==> src/hw/rtl/population_stddev_assert.svh <==
// Assertion macros for the population_stddev block.
// Used by the top level only; needs clk and rst_n in scope.
`ifndef POPULATION_STDDEV_ASSERT_SVH
`define POPULATION_STDDEV_ASSERT_SVH

// property checked on every clock edge outside reset
`define PSD_ASSERT(label, prop, msg) \
    label: assert property (@(posedge clk) disable iff (!rst_n) (prop)) else $error(msg);

// implication checked on every clock edge outside reset
`define PSD_ASSERT_IMP(label, cond, prop, msg) \
    label: assert property (@(posedge clk) disable iff (!rst_n) (cond) |-> (prop)) \
        else $error(msg);

`endif

==> src/hw/rtl/psd_pkg.sv <==
// Shared constants, types and state codes for the population_stddev block.
// No dependencies.
`default_nettype none
package psd_pkg;
    localparam int SAMPLE_WIDTH  = 16;
    localparam int COUNT_WIDTH   = 24;
    localparam int FRACTION_BITS = 16;

    localparam int RAW_WIDTH   = 16;
    localparam int DEV_WIDTH   = 32;
    localparam int TOTAL_WIDTH = 24;

    localparam int VAL_W  = SAMPLE_WIDTH + 1;
    localparam int SUM_W  = COUNT_WIDTH + SAMPLE_WIDTH + 1;
    localparam int SQ_W   = COUNT_WIDTH + 2 * SAMPLE_WIDTH;
    localparam int MP_W   = SUM_W;
    localparam int PROD_W = 2 * SUM_W;
    localparam int TGT_W  = COUNT_WIDTH + SQ_W;
    localparam int ROOT_W = (TGT_W + 2 * FRACTION_BITS + 1) / 2;
    localparam int RAD_W  = 2 * ROOT_W;
    localparam int MAXSTEP = (ROOT_W > MP_W) ? ROOT_W : MP_W;
    localparam int STEP_W = $clog2(MAXSTEP);
    localparam int QX_W   = (ROOT_W > DEV_WIDTH) ? ROOT_W : DEV_WIDTH;

    localparam int QDEPTH = 4;
    localparam int QPTR_W = 2;
    localparam int QLVL_W = 3;

    localparam int CFG_IDX_W = 2;
    localparam logic [CFG_IDX_W-1:0] REG_SIGNED_SAMPLES = 2'd0;
    localparam logic [CFG_IDX_W-1:0] REG_ABS_MODE       = 2'd1;
    localparam logic [CFG_IDX_W-1:0] REG_KEEP_FRACTION  = 2'd2;

    typedef struct packed {
        logic [VAL_W-1:0] value;   // two's complement sample after abs
        logic             has;
        logic             last;
    } queue_entry_t;

    typedef enum logic [2:0] {
        ST_ACC,
        ST_MUL1,
        ST_MUL2,
        ST_ROOT,
        ST_DIV,
        ST_OUT
    } state_t;
endpackage
`default_nettype wire

==> src/hw/rtl/psd_front.sv <==
// Input side: takes requests, reads the sample per config, forms queue entries.
// Depends on psd_pkg.
`default_nettype none
module psd_front
    import psd_pkg::*;
(
    input  wire logic [RAW_WIDTH-1:0] sample_bits,
    input  wire logic                 has_sample,
    input  wire logic                 last_item,
    input  wire logic                 in_valid,
    input  wire logic                 q_full,
    input  wire logic                 signed_samples,
    input  wire logic                 abs_mode,
    output logic                      q_push,
    output queue_entry_t              q_entry
);
    logic [SAMPLE_WIDTH-1:0] raw;
    logic signed [VAL_W-1:0] v;

    always_comb
    begin
        raw = SAMPLE_WIDTH'(sample_bits);
        v = $signed({signed_samples & raw[SAMPLE_WIDTH-1], raw});
        if (abs_mode && v[VAL_W-1])
        begin
            v = -v;
        end
        q_entry.value = v;
        q_entry.has   = has_sample;
        q_entry.last  = last_item;
        q_push = in_valid && !q_full;
    end
endmodule
`default_nettype wire

==> src/hw/rtl/psd_queue.sv <==
// Short FIFO between the front and back parts.
// Depends on psd_pkg.
`default_nettype none
module psd_queue
    import psd_pkg::*;
(
    input  wire logic         clk,
    input  wire logic         rst_n,
    input  wire logic         push,
    input  queue_entry_t      push_entry,
    input  wire logic         pop,
    output logic              q_valid,
    output logic              q_full,
    output logic [QLVL_W-1:0] q_level,
    output queue_entry_t      head
);
    queue_entry_t            mem_reg [QDEPTH];
    logic [QPTR_W-1:0]       wr_reg, wr_next, rd_reg, rd_next;
    logic [QLVL_W-1:0]       lvl_reg, lvl_next;

    always_comb
    begin
        wr_next  = push ? wr_reg + 1'b1 : wr_reg;
        rd_next  = pop ? rd_reg + 1'b1 : rd_reg;
        lvl_next = lvl_reg + QLVL_W'(push) - QLVL_W'(pop);
    end

    always_ff @(posedge clk or negedge rst_n)
    begin
        if (!rst_n)
        begin
            wr_reg  <= '0;
            rd_reg  <= '0;
            lvl_reg <= '0;
        end
        else
        begin
            wr_reg  <= wr_next;
            rd_reg  <= rd_next;
            lvl_reg <= lvl_next;
        end
    end

    always_ff @(posedge clk)
    begin
        if (push)
        begin
            mem_reg[wr_reg] <= push_entry;
        end
    end

    assign head    = mem_reg[rd_reg];
    assign q_valid = lvl_reg != '0;
    assign q_full  = lvl_reg == QLVL_W'(QDEPTH);
    assign q_level = lvl_reg;
endmodule
`default_nettype wire

==> src/hw/rtl/psd_back.sv <==
// Back part: run accumulators, serial multiply, square root and divide, result register.
// Depends on psd_pkg.
`default_nettype none
module psd_back
    import psd_pkg::*;
(
    input  wire logic                   clk,
    input  wire logic                   rst_n,
    input  wire logic                   q_valid,
    input  queue_entry_t                head,
    output logic                        pop,
    input  wire logic                   keep_fraction,
    input  wire logic                   out_stall,
    output logic                        out_valid,
    output logic [DEV_WIDTH-1:0]        deviation,
    output logic [TOTAL_WIDTH-1:0]      sample_total,
    output logic                        count_overflow
);
    state_t state_reg, state_next;

    logic [COUNT_WIDTH-1:0]  cnt_reg, acc_cnt;
    logic signed [SUM_W-1:0] sum_reg, acc_sum;
    logic [SQ_W-1:0]         sq_reg, acc_sq;
    logic                    ovf_reg, acc_ovf;

    logic [COUNT_WIDTH-1:0]  n_reg;
    logic                    ovf_snap_reg;
    logic [PROD_W-1:0]       mcand_reg, prod_reg, prod_step;
    logic [MP_W-1:0]         mplier_reg;
    logic [TGT_W-1:0]        tgt_reg;
    logic [RAD_W-1:0]        rad_reg;
    logic [ROOT_W+1:0]       rem_reg, rem_sh, trial, rem_next;
    logic [ROOT_W-1:0]       root_reg, root_next;
    logic [COUNT_WIDTH:0]    drem_reg, drem_sh, drem_next;
    logic [ROOT_W-1:0]       quo_reg, quo_next;
    logic [STEP_W-1:0]       step_reg;
    logic                    mul_done, long_done, take_last, out_free;

    logic signed [VAL_W-1:0] hv;
    logic [SAMPLE_WIDTH-1:0] mag;
    logic [2*SAMPLE_WIDTH-1:0] mag_sq;
    logic [VAL_W-1:0]        neg_v;
    logic [SUM_W-1:0]        abs_sum;
    logic [QX_W-1:0]         quo_x;
    logic [DEV_WIDTH-1:0]    dev_val;

    // accumulate the head entry
    always_comb
    begin
        hv     = $signed(head.value);
        neg_v  = VAL_W'(-hv);
        mag    = hv[VAL_W-1] ? SAMPLE_WIDTH'(neg_v) : SAMPLE_WIDTH'(head.value);
        mag_sq = mag * mag;
        acc_cnt = cnt_reg;
        acc_sum = sum_reg;
        acc_sq  = sq_reg;
        acc_ovf = ovf_reg;
        if (pop && head.has)
        begin
            if (cnt_reg == '1)
            begin
                acc_ovf = 1'b1;
            end
            else
            begin
                acc_cnt = cnt_reg + 1'b1;
                acc_sum = sum_reg + {{(SUM_W-VAL_W){hv[VAL_W-1]}}, hv};
                acc_sq  = sq_reg + SQ_W'(mag_sq);
            end
        end
        abs_sum = acc_sum[SUM_W-1] ? SUM_W'(-acc_sum) : SUM_W'(acc_sum);
    end

    // serial datapath step values
    always_comb
    begin
        prod_step = prod_reg + (mplier_reg[0] ? mcand_reg : '0);
        rem_sh    = {rem_reg[ROOT_W-1:0], rad_reg[RAD_W-1 -: 2]};
        trial     = {root_reg, 2'b01};
        rem_next  = (rem_sh >= trial) ? rem_sh - trial : rem_sh;
        root_next = {root_reg[ROOT_W-2:0], rem_sh >= trial};
        drem_sh   = {drem_reg[COUNT_WIDTH-1:0], quo_reg[ROOT_W-1]};
        drem_next = (drem_sh >= {1'b0, n_reg}) ? drem_sh - {1'b0, n_reg} : drem_sh;
        quo_next  = {quo_reg[ROOT_W-2:0], drem_sh >= {1'b0, n_reg}};
        quo_x     = QX_W'(quo_reg);
        dev_val   = (|(quo_x >> DEV_WIDTH)) ? '1 : DEV_WIDTH'(quo_x);
        if (!keep_fraction)
        begin
            dev_val = dev_val & ~((DEV_WIDTH'(1) << FRACTION_BITS) - 1'b1);
        end
    end

    // FSM outputs
    always_comb
    begin
        mul_done  = step_reg == STEP_W'(MP_W - 1);
        long_done = step_reg == STEP_W'(ROOT_W - 1);
        out_free  = !out_valid || !out_stall;
        // a closing entry waits until the result unit is free
        pop       = q_valid && (!head.last || state_reg == ST_ACC);
        take_last = pop && head.last;
    end

    // FSM next state
    always_comb
    begin
        state_next = state_reg;
        case (state_reg)
            ST_ACC:
            begin
                if (take_last)
                begin
                    state_next = (acc_cnt == '0) ? ST_OUT : ST_MUL1;
                end
            end
            ST_MUL1: if (mul_done) state_next = ST_MUL2;
            ST_MUL2: if (mul_done) state_next = ST_ROOT;
            ST_ROOT: if (long_done) state_next = ST_DIV;
            ST_DIV:  if (long_done) state_next = ST_OUT;
            ST_OUT:  if (out_free) state_next = ST_ACC;
            default: state_next = ST_ACC;
        endcase
    end

    always_ff @(posedge clk or negedge rst_n)
    begin
        if (!rst_n)
        begin
            state_reg <= ST_ACC;
            cnt_reg   <= '0;
            sum_reg   <= '0;
            sq_reg    <= '0;
            ovf_reg   <= 1'b0;
            out_valid <= 1'b0;
            step_reg  <= '0;
        end
        else
        begin
            state_reg <= state_next;
            if (take_last)
            begin
                cnt_reg <= '0;
                sum_reg <= '0;
                sq_reg  <= '0;
                ovf_reg <= 1'b0;
            end
            else
            begin
                cnt_reg <= acc_cnt;
                sum_reg <= acc_sum;
                sq_reg  <= acc_sq;
                ovf_reg <= acc_ovf;
            end
            if (state_next != state_reg)
            begin
                step_reg <= '0;
            end
            else if (state_reg != ST_ACC && state_reg != ST_OUT)
            begin
                step_reg <= step_reg + 1'b1;
            end
            if (state_reg == ST_OUT && out_free)
            begin
                out_valid <= 1'b1;
            end
            else if (!out_stall)
            begin
                out_valid <= 1'b0;
            end
        end
    end

    always_ff @(posedge clk)
    begin
        case (state_reg)
            ST_ACC:
            begin
                if (take_last)
                begin
                    n_reg        <= acc_cnt;
                    ovf_snap_reg <= acc_ovf;
                    mcand_reg    <= PROD_W'(acc_sq);
                    mplier_reg   <= MP_W'(acc_cnt);
                    prod_reg     <= '0;
                    tgt_reg      <= '0;
                    quo_reg      <= '0;
                    drem_reg     <= '0;
                    rem_reg      <= '0;
                    root_reg     <= '0;
                    rad_reg      <= '0;
                end
                if (take_last)
                begin
                    mcand_reg <= PROD_W'(acc_sq);
                end
                // magnitude of the sum is kept in tgt for the second pass
                if (take_last)
                begin
                    tgt_reg <= TGT_W'(abs_sum);
                end
            end
            ST_MUL1:
            begin
                if (mul_done)
                begin
                    mcand_reg  <= PROD_W'(tgt_reg);
                    mplier_reg <= MP_W'(tgt_reg);
                    prod_reg   <= '0;
                    tgt_reg    <= TGT_W'(prod_step);
                end
                else
                begin
                    prod_reg   <= prod_step;
                    mcand_reg  <= mcand_reg << 1;
                    mplier_reg <= mplier_reg >> 1;
                end
            end
            ST_MUL2:
            begin
                if (mul_done)
                begin
                    rad_reg  <= RAD_W'(tgt_reg - TGT_W'(prod_step)) << (2 * FRACTION_BITS);
                    rem_reg  <= '0;
                    root_reg <= '0;
                end
                else
                begin
                    prod_reg   <= prod_step;
                    mcand_reg  <= mcand_reg << 1;
                    mplier_reg <= mplier_reg >> 1;
                end
            end
            ST_ROOT:
            begin
                rad_reg  <= rad_reg << 2;
                rem_reg  <= rem_next;
                root_reg <= root_next;
                if (long_done)
                begin
                    quo_reg  <= root_next;
                    drem_reg <= '0;
                end
            end
            ST_DIV:
            begin
                drem_reg <= drem_next;
                quo_reg  <= quo_next;
            end
            ST_OUT:
            begin
                if (out_free)
                begin
                    deviation      <= dev_val;
                    sample_total   <= TOTAL_WIDTH'(n_reg);
                    count_overflow <= ovf_snap_reg;
                end
            end
            default:
            begin
            end
        endcase
    end
endmodule
`default_nettype wire

==> src/hw/rtl/population_stddev.sv <==
// Top level of the population standard deviation block: config registers and wiring.
// Depends on psd_pkg, psd_front, psd_queue, psd_back, population_stddev_assert.svh.
//
//  channel | handshake           | payload
//  in      | in_valid / in_stall | sample_bits, has_sample, last_item
//  out     | out_valid/out_stall | deviation, sample_total, count_overflow
//  cfg     | cfg_write           | cfg_index, cfg_data
//
// Samples are taken one per cycle into a 4-entry queue while it is not full, and summed
// at one per cycle unless a closing item waits. A closing item starts the result unit:
// two serial multiplies of 41 steps, a square root of 56 steps and a divide of 56 steps.
// Samples of the next run keep accumulating meanwhile; its closing item waits.
// Reset clears the run, the queue and the output valid flag; a stalled output holds.
`default_nettype none
`include "population_stddev_assert.svh"
module population_stddev
    import psd_pkg::*;
(
    input  wire logic                   clk,
    input  wire logic                   rst_n,
    input  wire logic                   in_valid,
    output logic                        in_stall,
    input  wire logic [RAW_WIDTH-1:0]   sample_bits,
    input  wire logic                   has_sample,
    input  wire logic                   last_item,
    output logic                        out_valid,
    input  wire logic                   out_stall,
    output logic [DEV_WIDTH-1:0]        deviation,
    output logic [TOTAL_WIDTH-1:0]      sample_total,
    output logic                        count_overflow,
    input  wire logic                   cfg_write,
    input  wire logic [CFG_IDX_W-1:0]   cfg_index,
    input  wire logic                   cfg_data
);
    logic signed_reg, abs_reg, keep_reg;
    logic q_push, q_full, q_valid, q_pop;
    logic [QLVL_W-1:0] q_level;
    queue_entry_t push_entry, head;

    always_ff @(posedge clk or negedge rst_n)
    begin
        if (!rst_n)
        begin
            signed_reg <= 1'b1;
            abs_reg    <= 1'b0;
            keep_reg   <= 1'b1;
        end
        else if (cfg_write)
        begin
            case (cfg_index)
                REG_SIGNED_SAMPLES: signed_reg <= cfg_data;
                REG_ABS_MODE:       abs_reg    <= cfg_data;
                REG_KEEP_FRACTION:  keep_reg   <= cfg_data;
                default:
                begin
                end
            endcase
        end
    end

    assign in_stall = q_full;

    psd_front u_front (
        .sample_bits    (sample_bits),
        .has_sample     (has_sample),
        .last_item      (last_item),
        .in_valid       (in_valid),
        .q_full         (q_full),
        .signed_samples (signed_reg),
        .abs_mode       (abs_reg),
        .q_push         (q_push),
        .q_entry        (push_entry)
    );

    psd_queue u_queue (
        .clk        (clk),
        .rst_n      (rst_n),
        .push       (q_push),
        .push_entry (push_entry),
        .pop        (q_pop),
        .q_valid    (q_valid),
        .q_full     (q_full),
        .q_level    (q_level),
        .head       (head)
    );

    psd_back u_back (
        .clk            (clk),
        .rst_n          (rst_n),
        .q_valid        (q_valid),
        .head           (head),
        .pop            (q_pop),
        .keep_fraction  (keep_reg),
        .out_stall      (out_stall),
        .out_valid      (out_valid),
        .deviation      (deviation),
        .sample_total   (sample_total),
        .count_overflow (count_overflow)
    );

    `PSD_ASSERT(a_level_bound, q_level <= QLVL_W'(QDEPTH), "queue level above depth")
    `PSD_ASSERT_IMP(a_level_up, q_push && !q_pop, ##1 q_level == $past(q_level) + 1'b1, "queue level lost a request")
    `PSD_ASSERT_IMP(a_ovf_total, out_valid && count_overflow, sample_total == '1, "overflow without full count")
endmodule
`default_nettype wire

==> config.mk <==
export PLATFORM = sky130hd
export DESIGN_NAME = population_stddev
export DESIGN_NICKNAME = d
export VERILOG_FILES = /design/src/hw/rtl/psd_pkg.sv /design/src/hw/rtl/psd_front.sv /design/src/hw/rtl/psd_queue.sv /design/src/hw/rtl/psd_back.sv /design/src/hw/rtl/population_stddev.sv
export VERILOG_INCLUDE_DIRS = /design/src /design/src/hw/rtl
export SDC_FILE = /design/constraint.sdc
export NUM_CORES = 2
export LEC_CHECK = 0
export ABC_AREA = 0
export BUFFER_PORTS_ARGS = -buffer_cell sky130_fd_sc_hd__clkbuf_2
export CAP_MARGIN = 25
export CORE_ASPECT_RATIO = 1.5
export CORE_MARGIN = 4
export CORE_UTILIZATION = 44
export CTS_BUF_LIST = sky130_fd_sc_hd__clkbuf_8
export CTS_CLUSTER_DIAMETER = 80
export DETAILED_ROUTE_END_ITERATION = 12
export PLACE_DENSITY = 0.59
export SLEW_MARGIN = 5
export SYNTH_ARGS = -nofsm -noshare
export SYNTH_HDL_FRONTEND = slang
export SYNTH_SLANG_ARGS = --single-unit
==> constraint.sdc <==
create_clock -name clk -period 10.59 [get_ports clk]
set_input_delay 1.5885 -clock clk [delete_from_list [all_inputs] [get_ports clk]]
set_output_delay 1.5885 -clock clk [all_outputs]
set_load 0.005 [all_outputs]
# Yosys cells after proc, flatten, opt, wreduce, memory -nomap -nowiden
# Memories as Yosys holds them, arrays and structs flattened.
# Cells that the tools add are included.
# word_totals
ff_bits	813
ram_bits	76
in_bits	26
output_inout_bits	59
word_cells	162
n_memories	1
# classes
n_addsub	15
multipliers	1
order_cmp	2
n_eq_ne	19
muxes	62
n_bitwise	1
n_reduce_logical	33
# mem_list
memory	depth	width	read_ports	rd_ports_with_merged_regs	write_ports	line	text
u_queue.mem_reg	4	19	1	0	1	psd_queue.sv:17	queue_entry_t mem_reg [QDEPTH];
# op_table
op	count
$mux W82	7
$mux W56	9
$pmux W56 S3	3
$pmux W82 S3	2
$pmux W112 S3	1
$mux W41	7
$mux W112	2
$mux W80	2
$pmux W80 S2	1
$mux W24	6
$pmux W41 S3	1
$add A82 B82 Y82	1
$sub A80 B80 Y80	1
$pmux W24 S3	1
$ge A58 B58 Y1	1
$add A56 B32 Y56	1
$sub A56 B56 Y56	1
$add A41 B41 Y41	1
$neg A41 Y41	1
$mul A16 B16 Y32	1
$mux W32	1
$ge A25 B24 Y1	1
$add A24 B1 Y24 const B	1
$eq A24 B24 Y1 const B	1
other kinds (35)	79

# Depth between registers and ports, before layout
# An unclocked memory read counts as a cell.
# depth
word_depth	12
mapped_depth	40
mapped_depth_nobuf	37

# By module
# A second synthesis with hierarchy kept.
# unflattened
cells_unflattened	6176
hier_area_um2	61013.5
# modules_own_cells
module	n_inst	cells_per_inst	area_each_um2	seq_area_each_um2
psd_back	1	5978	57308.7	22371.5
psd_queue	1	133	3134.3	2457.4
psd_front	1	56	431.7	0.0
population_stddev	1	9	138.9	77.6

# Worst setup path after synthesis
# No wires, ideal clock.
# synth_timing
path_kind	reg-to-reg
from	reg u_queue.rd_reg[0]
to	reg u_back.rad_reg[100] (enable)
setup_ns	0.808
t_arrival_ns	10.607
required_time_ns	9.782
setup_slack_ns	-0.825
stages_incl_launch_ff	7
n_path_buf	2
period_less_slack_ns	11.415
cell_sequence	dfrtp_1 -> buf_6 -> mux4_2 -> a21oi_4 -> nand2_1 -> clkbuf_1 -> a21oi_1
# synth_via
elab_chain_len	7
# synth_lines
element	line	text
start: declaration	psd_queue.sv:18	logic [QPTR_W-1:0] wr_reg, wr_next, rd_reg, rd_next;
start signal: assignment	psd_queue.sv:39	rd_reg <= rd_next;
$mem_v2 Z4 W19	--	
$logic_not A1 Y1	psd_back.sv:100	pop = q_valid && (!head.last || state_reg == ST_ACC);
$logic_or A1 B1 Y1	psd_back.sv:100	
$logic_and A1 B1 Y1	psd_back.sv:100	
via q_pop	population_stddev.sv:36	logic q_push, q_full, q_valid, q_pop;
$logic_and A1 B1 Y1	psd_back.sv:101	take_last = pop && head.last;
$ne A2 B1 Y1 (no line)	--	
$reduce_and A3 Y1 (no line)	--	
end signal: assignment	psd_back.sv:222	rad_reg <= RAD_W'(tgt_reg - TGT_W'(prod_step)) << (2 * FRACTION_BITS);
end signal: assignment	psd_back.sv:235	rad_reg <= rad_reg << 2;
end: declaration	psd_back.sv:31	logic [RAD_W-1:0] rad_reg;
# The timed path passes the listed nets, and every way through them passes these cells.
# A chain may end at the register's enable or synchronous reset.

# Worst setup path in the final report
# layout_timing
from	reg u_queue.rd_reg[0]
to	reg u_back.mcand_reg[33], data pin
# layout_via
elab_chain_len	9
word_cells_on_any_way	13
classes_between	2 x add/sub; 1 x mul; 5 x mux; 4 x reduce/logical; 1 x memory
# layout_lines
element	line	text
$mem_v2 Z4 W19 *	--	
$neg A16 Y16	psd_back.sv:51	neg_v = VAL_W'(-hv);
$mux W16	psd_back.sv:52	mag = hv[VAL_W-1] ? SAMPLE_WIDTH'(neg_v) : SAMPLE_WIDTH'(head.value);
$mul A16 B16 Y32	psd_back.sv:53	mag_sq = mag * mag;
$add A56 B32 Y56	psd_back.sv:68	acc_sq = sq_reg + SQ_W'(mag_sq);
$mux W56	psd_back.sv:60	if (cnt_reg == '1)
$mux W56 *	psd_back.sv:58	if (pop && head.has)
$mux W82 *	psd_back.sv:192	if (take_last)
$pmux W82 S3 *	psd_back.sv:175	case (state_reg)
end signal: assignment	psd_back.sv:182	mcand_reg <= PROD_W'(acc_sq);
end signal: assignment	psd_back.sv:194	mcand_reg <= PROD_W'(acc_sq);
end signal: assignment	psd_back.sv:206	mcand_reg <= PROD_W'(tgt_reg);
end: declaration	psd_back.sv:28	logic [PROD_W-1:0] mcand_reg, prod_reg, prod_step;
# Mark *: on every way between the ends. The rest lies on a longest branch, timed or not. The select of a mux whose other input is x is not followed.

==> run_results.csv <==
group,metric,value,unit
floorplan,die_x,312,µm
cells_and_area,drive_above_1_share,7.50,%
synthesis,yosysUniqueCellTypes,99,
timing,fin_crit,9.86,ns
detailed_routing,vias,46300,
floorplan,die_h,464,µm
timing,fin_skew,0.0511,ns
floorplan,start_util,44.5,%
cts,clk_pin_slew,0.06,ns
setup_path,r2r_end,"u_back.mcand_reg[33]$_DFFE_PP_",
detailed_routing,drt-wirelength-per-cell,20.5,µm
place,place.detailed.hpwl,126,mm
cells_and_area,final_cell_mix,"edfxtp_1, nor2_1, inv_1, a21oi_1, ha_1",
global_route,grt_antenna_before_repair,2,
setup_path,cp-start-kind,"flop",
global_route,grt_pass1_wl,264,mm
cts,cts_setup_buffers,0,
setup_path,r2r-start,"u_queue.rd_reg[0]$_DFFE_PN0P_",
synthesis,netlist_area,60900,µm²
detailed_routing,first_iter_violations,2822,
cts,root_buffer,"clkbuf_8",
floorplan,core-area,137000,µm²
cts,cts_tree,"done",
setup_path,cp.arrival,10.44,ns
detailed_routing,post-route-drc-count,0,
timing,worst_slew_pin_slew,1.15,ns
outcome,status,"finished clean",
setup_path,critPathMaxStageDelay,0.57,ns
cts,cts_buffers,142,
detailed_routing,antenna_left,0,
cts,clk_path_buf_depth,3,
place,portBuffers,84,
worst_hold_path,min_path_type,"flop to flop",
cells_and_area,design_area,66100,µm²
timing,period_share,93.1,%
timing,fin_setup_tns,0,ns
detailed_routing,firstDrtPassIters,6,
floorplan,rows,166,
setup_path,crit_fanout,7,
global_route,grt.overflow.total,0,
setup_path,r2r_slack,0.73,ns
detailed_routing,vias_per_cell,5.72,
cells_and_area,syn2layout_area_growth,8.57,%
timing,fmax,0.101,GHz
timing,slew_headroom,23.5,%
global_route,grt_pass1_vias,48900,
timing,rsz0062_at_grt,"no",
timing,hold_viol_final,0,
synthesis,ys_seq_area_share,40.9,%
cells_and_area,nets,6843,
worst_hold_path,worstHoldStart,"u_back.ovf_snap_reg$_DFFE_PP_",
setup_path,crit_required,11.17,ns
cells_and_area,final_common_cell,"edfxtp_1",
setup_path,crit_path_top_delay_cell,"mux4_2",
synthesis,async_flop_share,16.6,%
synthesis,yosysWarnings,0,
global_route,groute.usage.overall,22.7,%
synthesis,synth-edff-count,711,
setup_path,worstRegToRegCells,34,
synthesis,synthFlopType,"edfxtp_1",
cts,post_cts_resized,0,
cts,holdBufCountCts,0,
cts,cts_sinks,853,
synthesis,syn_avg_cell_area,9.86,µm²
timing,setup_viol,0,
setup_path,path_class,"flop to flop",
place,routabilityCongestion,0.912,
synthesis,postSynthCellCount,6178,
detailed_routing,wirelength,166,mm
cts,cts_htree_levels,4,
run,cap_violations,0,
global_route,grt_max_degree,147,
place,place_area,63200,µm²
worst_hold_path,hold_end,"u_back.count_overflow$_DFFE_PP_",
worst_hold_path,hold_depth,0,
setup_path,critPathCaptureType,"flop",
timing,drv_slew,0,
setup_path,path_common_cell,"fa_1",
synthesis,syn-num-nets,6801,
synthesis,ys_ff_latch,853,
cts,clk_latency,0.89,ns
floorplan,die_area,145000,µm²
floorplan,io_pins,85,
-- synth_stat cells, types with 65 or more instances --
| cell type | n | area share, % |
|---|---|---|
| ha_1 | 398 | 8.2 |
| nand3_1 | 91 | 0.75 |
| a21oi_1 | 443 | 3.6 |
| edfxtp_1 | 711 | 35 |
| fa_1 | 199 | 6.5 |
| a21o_1 | 250 | 3.1 |
| xor2_1 | 175 | 2.5 |
| dfrtp_1 | 140 | 5.8 |
| o21ai_0 | 277 | 2.3 |
| xnor2_1 | 211 | 3.0 |
| clkbuf_1 | 226 | 1.4 |
| and2_1 | 121 | 1.2 |
| inv_1 | 568 | 3.5 |
| a22oi_1 | 65 | 0.80 |
| mux2i_1 | 138 | 2.3 |
| nor3_1 | 91 | 0.75 |
| nand2_1 | 400 | 2.5 |
| nor2_1 | 676 | 4.2 |
| nand4_1 | 88 | 0.90 |
-- logic make-up after synthesis --
logic type,count (synthesis),synth area share [%]
AO/OA/AOI/OAI,1559,16.7
adder cells (fa/ha/maj),597,14.7
flip-flops,853,40.9
multiplexers,164,3.08
AND/OR/NAND/NOR,1769,13.6
buffers and inverters,850,5.37
XOR/XNOR,386,5.55
-- metal layers --
metal | global-route usage [%] | wire length (µm) | vias to the layer above
met1 | 25.0 | 64200 | 22700
li1 | - | - | 22100
met3 | 2.76 | 5590 | 404
met2 | 43.2 | 88600 | 1037
met5 | 0 | 0 | -
met4 | 10.4 | 7330 | 0
-- area by class of cell --
type	instances	area (µm²)
diodes	3	7.51
clock buffers	151	2080
clock inverters	95	709
fillers	12900	70800
inverters	576	2160
multi-input cells	4475	32900
flip-flops and latches	853	24900
well taps	1764	2210
repair buffers	172	1140
-- through the flow --
step / hold WS (ns) / setup WS [ns] / utilization (%) / std cells
after global routing: 0.435 / 0.161 / 48.3 / 8087
after floorplan: 0.400 / 1.13 / - / 6178
after global placement: 0.406 / 0.378 / 46.2 / 7836
final: 0.426 / 0.729 / 48.3 / 8089
after CTS: 0.427 / 0.238 / 48.2 / 8083
after detailed placement: 0.412 / 0.240 / 46.2 / 7837
-- critical path: cells and delay by family, from the launching register on --
family | cells | cell delay [ns]
AO/OA/AOI/OAI | 9 | 2.52
XOR/XNOR | 1 | 0.37
adder cells (fa/ha/maj) | 7 | 3.44
buffers and inverters | 6 | 0.80
flip-flops | 1 | 0.42
multiplexers | 1 | 0.57
AND/OR/NAND/NOR | 10 | 1.43
-- worst max-delay path by stage --
| stage | startpoint | to | cells after the start |
|---|---|---|---|
| after floorplan | u_queue.rd_reg[1]$_DFFE_PN0P_ | u_back.mcand_reg[43]$_DFFE_PP_ | 36 |
| after global placement | u_queue.rd_reg[1]$_DFFE_PN0P_ | u_back.mcand_reg[55]$_DFFE_PP_ | 36 |
| after detailed placement | u_queue.rd_reg[1]$_DFFE_PN0P_ | u_back.mcand_reg[55]$_DFFE_PP_ | 36 |
| after CTS | u_queue.rd_reg[1]$_DFFE_PN0P_ | u_back.mcand_reg[55]$_DFFE_PP_ | 36 |
| after global routing | u_queue.rd_reg[1]$_DFFE_PN0P_ | u_back.mcand_reg[33]$_DFFE_PP_ | 34 |
| final | u_queue.rd_reg[0]$_DFFE_PN0P_ | u_back.mcand_reg[33]$_DFFE_PP_ | 34 |
Power is not shown: default switching activity piles up to over one toggle a cycle in this logic, so the estimate is an artifact.
